===== src/hdl/assert_macros.svh =====
// Assertion macros shared by the RTL of the color converter.
// Every macro samples on the rising edge of clk and is disabled while rst is high.
`ifndef ASSERT_MACROS_SVH
`define ASSERT_MACROS_SVH

// Plain property, checked at every edge outside reset.
`define RHC_ASSERT(lbl, prop, msg) \
  lbl: assert property (@(posedge clk) disable iff (rst) (prop)) else $error(msg);

// Same-cycle implication.
`define RHC_ASSERT_IMP(lbl, ante, cons, msg) \
  `RHC_ASSERT(lbl, (ante) |-> (cons), msg)

// Next-cycle implication.
`define RHC_ASSERT_NEXT(lbl, ante, cons, msg) \
  `RHC_ASSERT(lbl, (ante) |=> (cons), msg)

`endif


===== src/hdl/rhc_pkg.sv =====
// Shared constants for the RGB to HSV converter.
// No dependencies; used by rhc_div, rgb_to_hsv_convert and tb_top.
package rhc_pkg;

  localparam int FRAC_BITS_DEF = 12;  // Q4.12 by default
  localparam int IN_W          = 16;  // width of each input channel
  localparam int HUE_W         = 12;  // width of hue_out
  localparam int OUT_W         = 13;  // width of sat_out, val_out, alpha_out

endpackage


===== src/hdl/rhc_div.sv =====
// Pipelined restoring divider: quo = floor(num * 2^FRAC_BITS / den), one quotient bit per stage.
// Requires num <= den and den != 0. Depends on rhc_pkg; stage enables come from the top level.
module rhc_div #(
  parameter int FRAC_BITS = rhc_pkg::FRAC_BITS_DEF,
  parameter int DEN_W     = FRAC_BITS + 1
) (
  input  logic                 clk,
  input  logic [FRAC_BITS:0]   load,
  input  logic [DEN_W-1:0]     num,
  input  logic [DEN_W-1:0]     den,
  output logic [FRAC_BITS:0]   quo
);

  localparam int Q = FRAC_BITS + 1;

  logic [DEN_W-1:0] rem  [Q-1];
  logic [DEN_W-1:0] dreg [Q-1];
  logic [Q-1:0]     qr   [Q];

  for (genvar k = 0; k < Q; k++) begin : g_stage
    logic [DEN_W:0]   trial;
    logic [DEN_W:0]   sub;
    logic [DEN_W-1:0] d;
    logic [Q-1:0]     qprev;
    logic             qbit;

    if (k == 0) begin : g_first
      // Integer bit: compare without shifting.
      assign trial = {1'b0, num};
      assign d     = den;
      assign qprev = '0;
    end else begin : g_rest
      assign trial = {rem[k-1], 1'b0};
      assign d     = dreg[k-1];
      assign qprev = qr[k-1];
    end

    assign sub  = trial - {1'b0, d};
    assign qbit = ~sub[DEN_W];

    always_ff @(posedge clk) begin
      if (load[k]) begin
        qr[k] <= {qprev[Q-2:0], qbit};
      end
    end

    if (k < Q - 1) begin : g_carry
      always_ff @(posedge clk) begin
        if (load[k]) begin
          rem[k]  <= qbit ? sub[DEN_W-1:0] : trial[DEN_W-1:0];
          dreg[k] <= d;
        end
      end
    end
  end

  assign quo = qr[Q-1];

endmodule


===== src/hdl/rgb_to_hsv_convert.sv =====
// RGB to HSV converter: throughput one transaction per cycle while out_ready is not held low.
// Three stages clamp, sort and form the hue fraction; FRAC_BITS+1
// divider stages (one quotient bit each) follow, hue and saturation in parallel.
// Stalls propagate back through full stages only, so empty stages keep filling while the output waits.
// Synchronous active-high reset empties the pipeline; it clears only the valid bits.
`include "assert_macros.svh"

module rgb_to_hsv_convert #(
  parameter int FRAC_BITS = rhc_pkg::FRAC_BITS_DEF
) (
  input  logic                                clk,
  input  logic                                rst,
  input  logic                                in_valid,
  output logic                                in_ready,
  input  logic signed [rhc_pkg::IN_W-1:0]     red_in,
  input  logic signed [rhc_pkg::IN_W-1:0]     green_in,
  input  logic signed [rhc_pkg::IN_W-1:0]     blue_in,
  input  logic signed [rhc_pkg::IN_W-1:0]     alpha_in,
  output logic                                out_valid,
  input  logic                                out_ready,
  output logic [rhc_pkg::HUE_W-1:0]           hue_out,
  output logic [rhc_pkg::OUT_W-1:0]           sat_out,
  output logic [rhc_pkg::OUT_W-1:0]           val_out,
  output logic [rhc_pkg::OUT_W-1:0]           alpha_out
);

  localparam int W    = FRAC_BITS + 1;       // clamped channel, 0..ONE
  localparam int Q    = FRAC_BITS + 1;       // quotient bits
  localparam int HD_W = FRAC_BITS + 3;       // holds 6 * range
  localparam int NS   = 3 + Q;               // total stages
  localparam int CE_W = rhc_pkg::IN_W + 2;
  localparam logic signed [CE_W-1:0] ONE_S = CE_W'(1 << FRAC_BITS);

  // Sector codes; the hue sector is twice the code.
  localparam logic [1:0] SEC_RED_UP = 2'd0;  // red max, g >= b
  localparam logic [1:0] SEC_GREEN  = 2'd1;
  localparam logic [1:0] SEC_BLUE   = 2'd2;
  localparam logic [1:0] SEC_RED_DN = 2'd3;  // red max, g < b

  function automatic logic [W-1:0] clamp(input logic signed [rhc_pkg::IN_W-1:0] x);
    logic signed [CE_W-1:0] e;
    e = CE_W'(x);
    if (e < 0) return '0;
    else if (e > ONE_S) return W'(ONE_S);
    else return e[W-1:0];
  endfunction

  // Stage control
  logic [NS-1:0] v;
  logic [NS-1:0] load;
  logic [NS-1:0] v_up;

  assign load[NS-1] = ~v[NS-1] | out_ready;
  for (genvar i = 0; i < NS - 1; i++) begin : g_load
    assign load[i] = ~v[i] | load[i+1];
  end
  assign v_up = {v[NS-2:0], in_valid};

  always_ff @(posedge clk) begin
    if (rst) begin
      v <= '0;
    end else begin
      for (int i = 0; i < NS; i++) begin
        if (load[i]) v[i] <= v_up[i];
      end
    end
  end

  assign in_ready  = load[0];
  assign out_valid = v[NS-1];

  // Stage 0: clamp
  logic [W-1:0] r0, g0, b0, a0;

  always_ff @(posedge clk) begin
    if (load[0]) begin
      r0 <= clamp(red_in);
      g0 <= clamp(green_in);
      b0 <= clamp(blue_in);
      a0 <= clamp(alpha_in);
    end
  end

  // Stage 1: max, min, sector, difference
  logic               r_big, g_big;
  logic [W-1:0]       mx_c, mn_c;
  logic [1:0]         sec_c;
  logic signed [W:0]  diff_c;
  logic [W-1:0]       mx1, rng1, a1;
  logic signed [W:0]  diff1;
  logic [1:0]         sec1;

  always_comb begin
    r_big = (r0 >= g0) && (r0 >= b0);
    g_big = (g0 >= b0);
    mn_c  = r0;
    if (g0 < mn_c) mn_c = g0;
    if (b0 < mn_c) mn_c = b0;
    if (r_big) begin
      mx_c   = r0;
      diff_c = $signed({1'b0, g0}) - $signed({1'b0, b0});
      sec_c  = (g0 >= b0) ? SEC_RED_UP : SEC_RED_DN;
    end else if (g_big) begin
      mx_c   = g0;
      diff_c = $signed({1'b0, b0}) - $signed({1'b0, r0});
      sec_c  = SEC_GREEN;
    end else begin
      mx_c   = b0;
      diff_c = $signed({1'b0, r0}) - $signed({1'b0, g0});
      sec_c  = SEC_BLUE;
    end
  end

  always_ff @(posedge clk) begin
    if (load[1]) begin
      mx1   <= mx_c;
      rng1  <= mx_c - mn_c;
      diff1 <= diff_c;
      sec1  <= sec_c;
      a1    <= a0;
    end
  end

  // Stage 2: divider operands; a zero divisor becomes one over a zero dividend
  logic [HD_W-1:0] rng2x, base_c, nh_c, dh_c;
  logic [W-1:0]    ds_c;
  logic [HD_W-1:0] nh2, dh2;
  logic [W-1:0]    ns2, ds2, mx2, a2;

  always_comb begin
    rng2x  = HD_W'({rng1, 1'b0});
    base_c = (sec1[0] ? rng2x : '0) + (sec1[1] ? (rng2x << 1) : '0);
    nh_c   = base_c + HD_W'(diff1);
    dh_c   = (rng1 == '0) ? HD_W'(1) : ((HD_W'(rng1) << 2) + (HD_W'(rng1) << 1));
    ds_c   = (mx1 == '0) ? W'(1) : mx1;
  end

  always_ff @(posedge clk) begin
    if (load[2]) begin
      nh2 <= nh_c;
      dh2 <= dh_c;
      ns2 <= rng1;
      ds2 <= ds_c;
      mx2 <= mx1;
      a2  <= a1;
    end
  end

  // Divider stages
  logic [Q-1:0] quo_h, quo_s;

  rhc_div #(.FRAC_BITS(FRAC_BITS), .DEN_W(HD_W)) u_div_hue (
    .clk  (clk),
    .load (load[NS-1:3]),
    .num  (nh2),
    .den  (dh2),
    .quo  (quo_h)
  );

  rhc_div #(.FRAC_BITS(FRAC_BITS), .DEN_W(W)) u_div_sat (
    .clk  (clk),
    .load (load[NS-1:3]),
    .num  (ns2),
    .den  (ds2),
    .quo  (quo_s)
  );

  // Carry value and alpha alongside the dividers
  logic [W-1:0] mxp [Q];
  logic [W-1:0] ap  [Q];

  for (genvar k = 0; k < Q; k++) begin : g_side
    if (k == 0) begin : g_first
      always_ff @(posedge clk) begin
        if (load[3]) begin
          mxp[0] <= mx2;
          ap[0]  <= a2;
        end
      end
    end else begin : g_rest
      always_ff @(posedge clk) begin
        if (load[3+k]) begin
          mxp[k] <= mxp[k-1];
          ap[k]  <= ap[k-1];
        end
      end
    end
  end

  // Fit results to the output field widths
  logic [Q+rhc_pkg::HUE_W-1:0] hue_x;
  logic [Q+rhc_pkg::OUT_W-1:0] sat_x;
  logic [W+rhc_pkg::OUT_W-1:0] val_x, alpha_x;

  assign hue_x     = {{rhc_pkg::HUE_W{1'b0}}, quo_h};
  assign sat_x     = {{rhc_pkg::OUT_W{1'b0}}, quo_s};
  assign val_x     = {{rhc_pkg::OUT_W{1'b0}}, mxp[Q-1]};
  assign alpha_x   = {{rhc_pkg::OUT_W{1'b0}}, ap[Q-1]};
  assign hue_out   = hue_x[rhc_pkg::HUE_W-1:0];
  assign sat_out   = sat_x[rhc_pkg::OUT_W-1:0];
  assign val_out   = val_x[rhc_pkg::OUT_W-1:0];
  assign alpha_out = alpha_x[rhc_pkg::OUT_W-1:0];

  // Checks
  `RHC_ASSERT_IMP(a_hue_below_turn, v[NS-1], !quo_h[Q-1], "hue quotient reached a full turn")
  `RHC_ASSERT_IMP(a_sat_at_most_one, v[NS-1] && quo_s[Q-1], quo_s[Q-2:0] == '0,
                  "saturation quotient above one")
  `RHC_ASSERT_NEXT(a_last_advance, v[NS-2] && load[NS-1], v[NS-1],
                   "transaction lost entering the output stage")

endmodule


===== config.mk =====
export PLATFORM = sky130hd
export DESIGN_NAME = rgb_to_hsv_convert
export DESIGN_NICKNAME = d
export VERILOG_FILES = /design/src/hdl/rhc_pkg.sv /design/src/hdl/rhc_div.sv /design/src/hdl/rgb_to_hsv_convert.sv
export VERILOG_INCLUDE_DIRS = /design/src /design/src/hdl
export SDC_FILE = /design/constraint.sdc
export NUM_CORES = 2
export LEC_CHECK = 0
export BUFFER_PORTS_ARGS = -buffer_cell sky130_fd_sc_hd__buf_4
export CORE_MARGIN = 3
export CORE_UTILIZATION = 60
export DETAILED_ROUTE_END_ITERATION = 10
export GPL_TIMING_DRIVEN = 1
export PLACE_DENSITY = 0.77
export SETUP_SLACK_MARGIN = 0.1
export SYNTH_ARGS = -nofsm -noshare
export SYNTH_HDL_FRONTEND = slang
export SYNTH_HIERARCHICAL = 1
export SYNTH_SLANG_ARGS = --single-unit

===== constraint.sdc =====
create_clock -name clk -period 13.3 [get_ports clk]
set_input_delay 2.66 -clock clk [delete_from_list [all_inputs] [get_ports clk]]
set_output_delay 2.66 -clock clk [all_outputs]
set_load 0.05 [all_outputs]

==> results.toml <==
[global_route]
grt-ovfl-total = 0
grt_max_degree = 93
grt_usage_pct = 21.5
grt_antenna_before_repair = 4
grt_pass1_vias = 40300
grt_pass1_wl_um = 208000

[finish]
nNetsFinal = 6013
fillerInstances = 7821
layout_commonest_cell = "edfxtp_1"
drive_gt1_share_pct = 12.5
synthToLayoutAreaGrowth_pct = 9.91
stdcell_count = 7078
final_cell_mix = "edfxtp_1, inv_1, ha_1"
diodes = 0

[setup_path]
crit_type = "in2out"
r2r-end = "rng1[12]"
worst_path_max_delay_cell = "nor3_4"
regToRegStartpoint = "r0[0]"
end_kind = "output pin"
crit_top_cell = "buf_4"
r2r_cells = 26
cpPeakStageDelay_ps = 560
crit_fanout = 57
crit_required_ps = 10640
crit_arrival_ps = 6080
start_kind = "input pin"
timing.critical_path.to = "in_ready"
crit_chain = "buf_4 > and2b_1 > inv_2 > nor2_1 > and2_1 > inv_4 > nor3_4 > nand4_1 > buf_4 > or2_2 > buf_4"
rrSetupSlack_ps = 5620
startpoint = "out_ready"

[run]
cap_violations = 0

[clock_tree]
htree_levels = 4
cts_tree = "yes"
cts_setup_buffers = 0
clock-sinks = 1384
numCtsBuffers = 140
cts_resized = 0
clk_pin_slew_worst_paths_ps = 60
clk_latency_ps = 750
hold_buffers = 0
clock-root-buffer = "clkbuf_16"
cts.path.max_buffers = 3

[detailed_routing]
avgViaCountPerCell = 5.71
routedWlPerCell_um = 18.3
wirelength_um = 130000
drcViolationCount = 0
drtAntennaViolNets = 0
vias = 40400
firstDrtPassIters = 6
first_iter_violations = 2614

[power]
clkPwrFrac_pct = 17.2
switching_share_pct = 36.3
ir_drop_mv = 0.135
power.internal_w = 0.0142
pwr-share-seq_pct = 34.8
p_per_area_nw_per_um2 = 293
total_switching_power_w = 0.00810
power_frac_comb_pct = 48.0
p_leak_nw = 31.1

[placement]
port_buffers = 120
gp_congestion = 0.909
dp_hpwl_um = 94500
post-place-cells = 6827

[yosys]
yosysWarnings = 6
syn_inst = 5302
syn_area_um2 = 69200
syn-num-nets = 5846
syn_avg_cell_area_um2 = 13.1

[floorplanning]
dieArea_um2 = 119000
die_w_um = 346
io_pins = 121
die_y_um = 346
initial_utilization_pct = 61.0
rows = 123
fp.coreArea_um2 = 113000

[timing]
hold_viol = 0
fin_skew_ps = 27.1
fmax_ghz = 0.114
worst_pin_slew_ps = 1220
fin_crit_sh_pct = 65.7
finalMaxSlewViolations = 0
setup_viol = 0
period_needed_ps = 8740
setup_tns_ps = 0
slew_headroom_pct = 18.7
rsz0062_at_grt = "false"

[min_path]
hold_depth = 0
hold_class = "reg2reg"

[run_status]
outcome = "finished, final reports clean"
==> worst min-delay path by stage <==
stage                                   start  slack, ps                  end
after floorplan                         a0[0]        400                a1[0]
after global placement    u_div_sat/qr[2][49]        400  u_div_sat/qr[3][11]
after detailed placement            ap[0][88]        400           ap[0][101]
after CTS                          mxp[1][46]        410           mxp[1][59]
after global routing                ap[1][16]        410            ap[1][29]
final                              mxp[0][61]        410           mxp[0][74]
==> power by group through the flow <==
| stage | sequential [W] | combinational [W] | clock (W) |
|---|---|---|---|
| floorplan | 0.00758 | 0.00861 | 0 |
| global placement | 0.00779 | 0.0103 | 0 |
| detailed placement | 0.00784 | 0.0105 | 0 |
| CTS | 0.00777 | 0.0107 | 0.00393 |
| global route | 0.00790 | 0.0118 | 0.00409 |
| finish | 0.00776 | 0.0107 | 0.00383 |
==> per-stage QoR <==
step	power [W]	worst slack, ps	hold slack [ps]	instance area, um^2	util (%)
2_1_floorplan	0.0162	1620	400	69200	-
3_3_place_gp	0.0181	4740	400	71500	63.1
3_5_place_dp	0.0184	4640	405	71500	63.1
4_1_cts	0.0224	4550	410	76100	67.1
5_1_grt	0.0238	4340	415	76100	67.1
6_report	0.0223	4560	412	76100	67.1
==> flip-flops by register name, indices dropped and copies added (netlist names), 14 cells and up <==
signal and cells:
u_div_sat/dreg 156, u_div_hue/qr 78, nh2 15, dh2 15, mxp 169, u_div_hue/rem 180
u_div_sat/qr 91, v 16, u_div_sat/rem 156, u_div_hue/dreg 180, ap 169, diff1 14
==> critical path: cells and delay by family <==
family | cells | cell delay (ps)
and+or+nand+nor | 6 | 2290
buffers and inverters | 5 | 1070
==> layout make-up <==
type,instances,area (um^2),area share (%)
inverters,526,1980,2.61
clock buffers,185,3890,5.11
repair buffers,147,1100,1.45
well taps,1500,1880,2.47
clock inverters,66,646,0.849
flip-flops and latches,1384,41400,54.4
multi-input cells,3270,25200,33.1
==> metal layers <==
layer | up-vias | wire (um) | track usage (%)
met2 | 860 | 64000 | 37.1
met3 | 242 | 5570 | 3.13
met1 | 19400 | 56600 | 28.1
met4 | 0 | 3650 | 7.17
met5 | - | 0 | 0
li1 | 19900 | - | -
No activity file was read; power rests on OpenSTA's default activity.
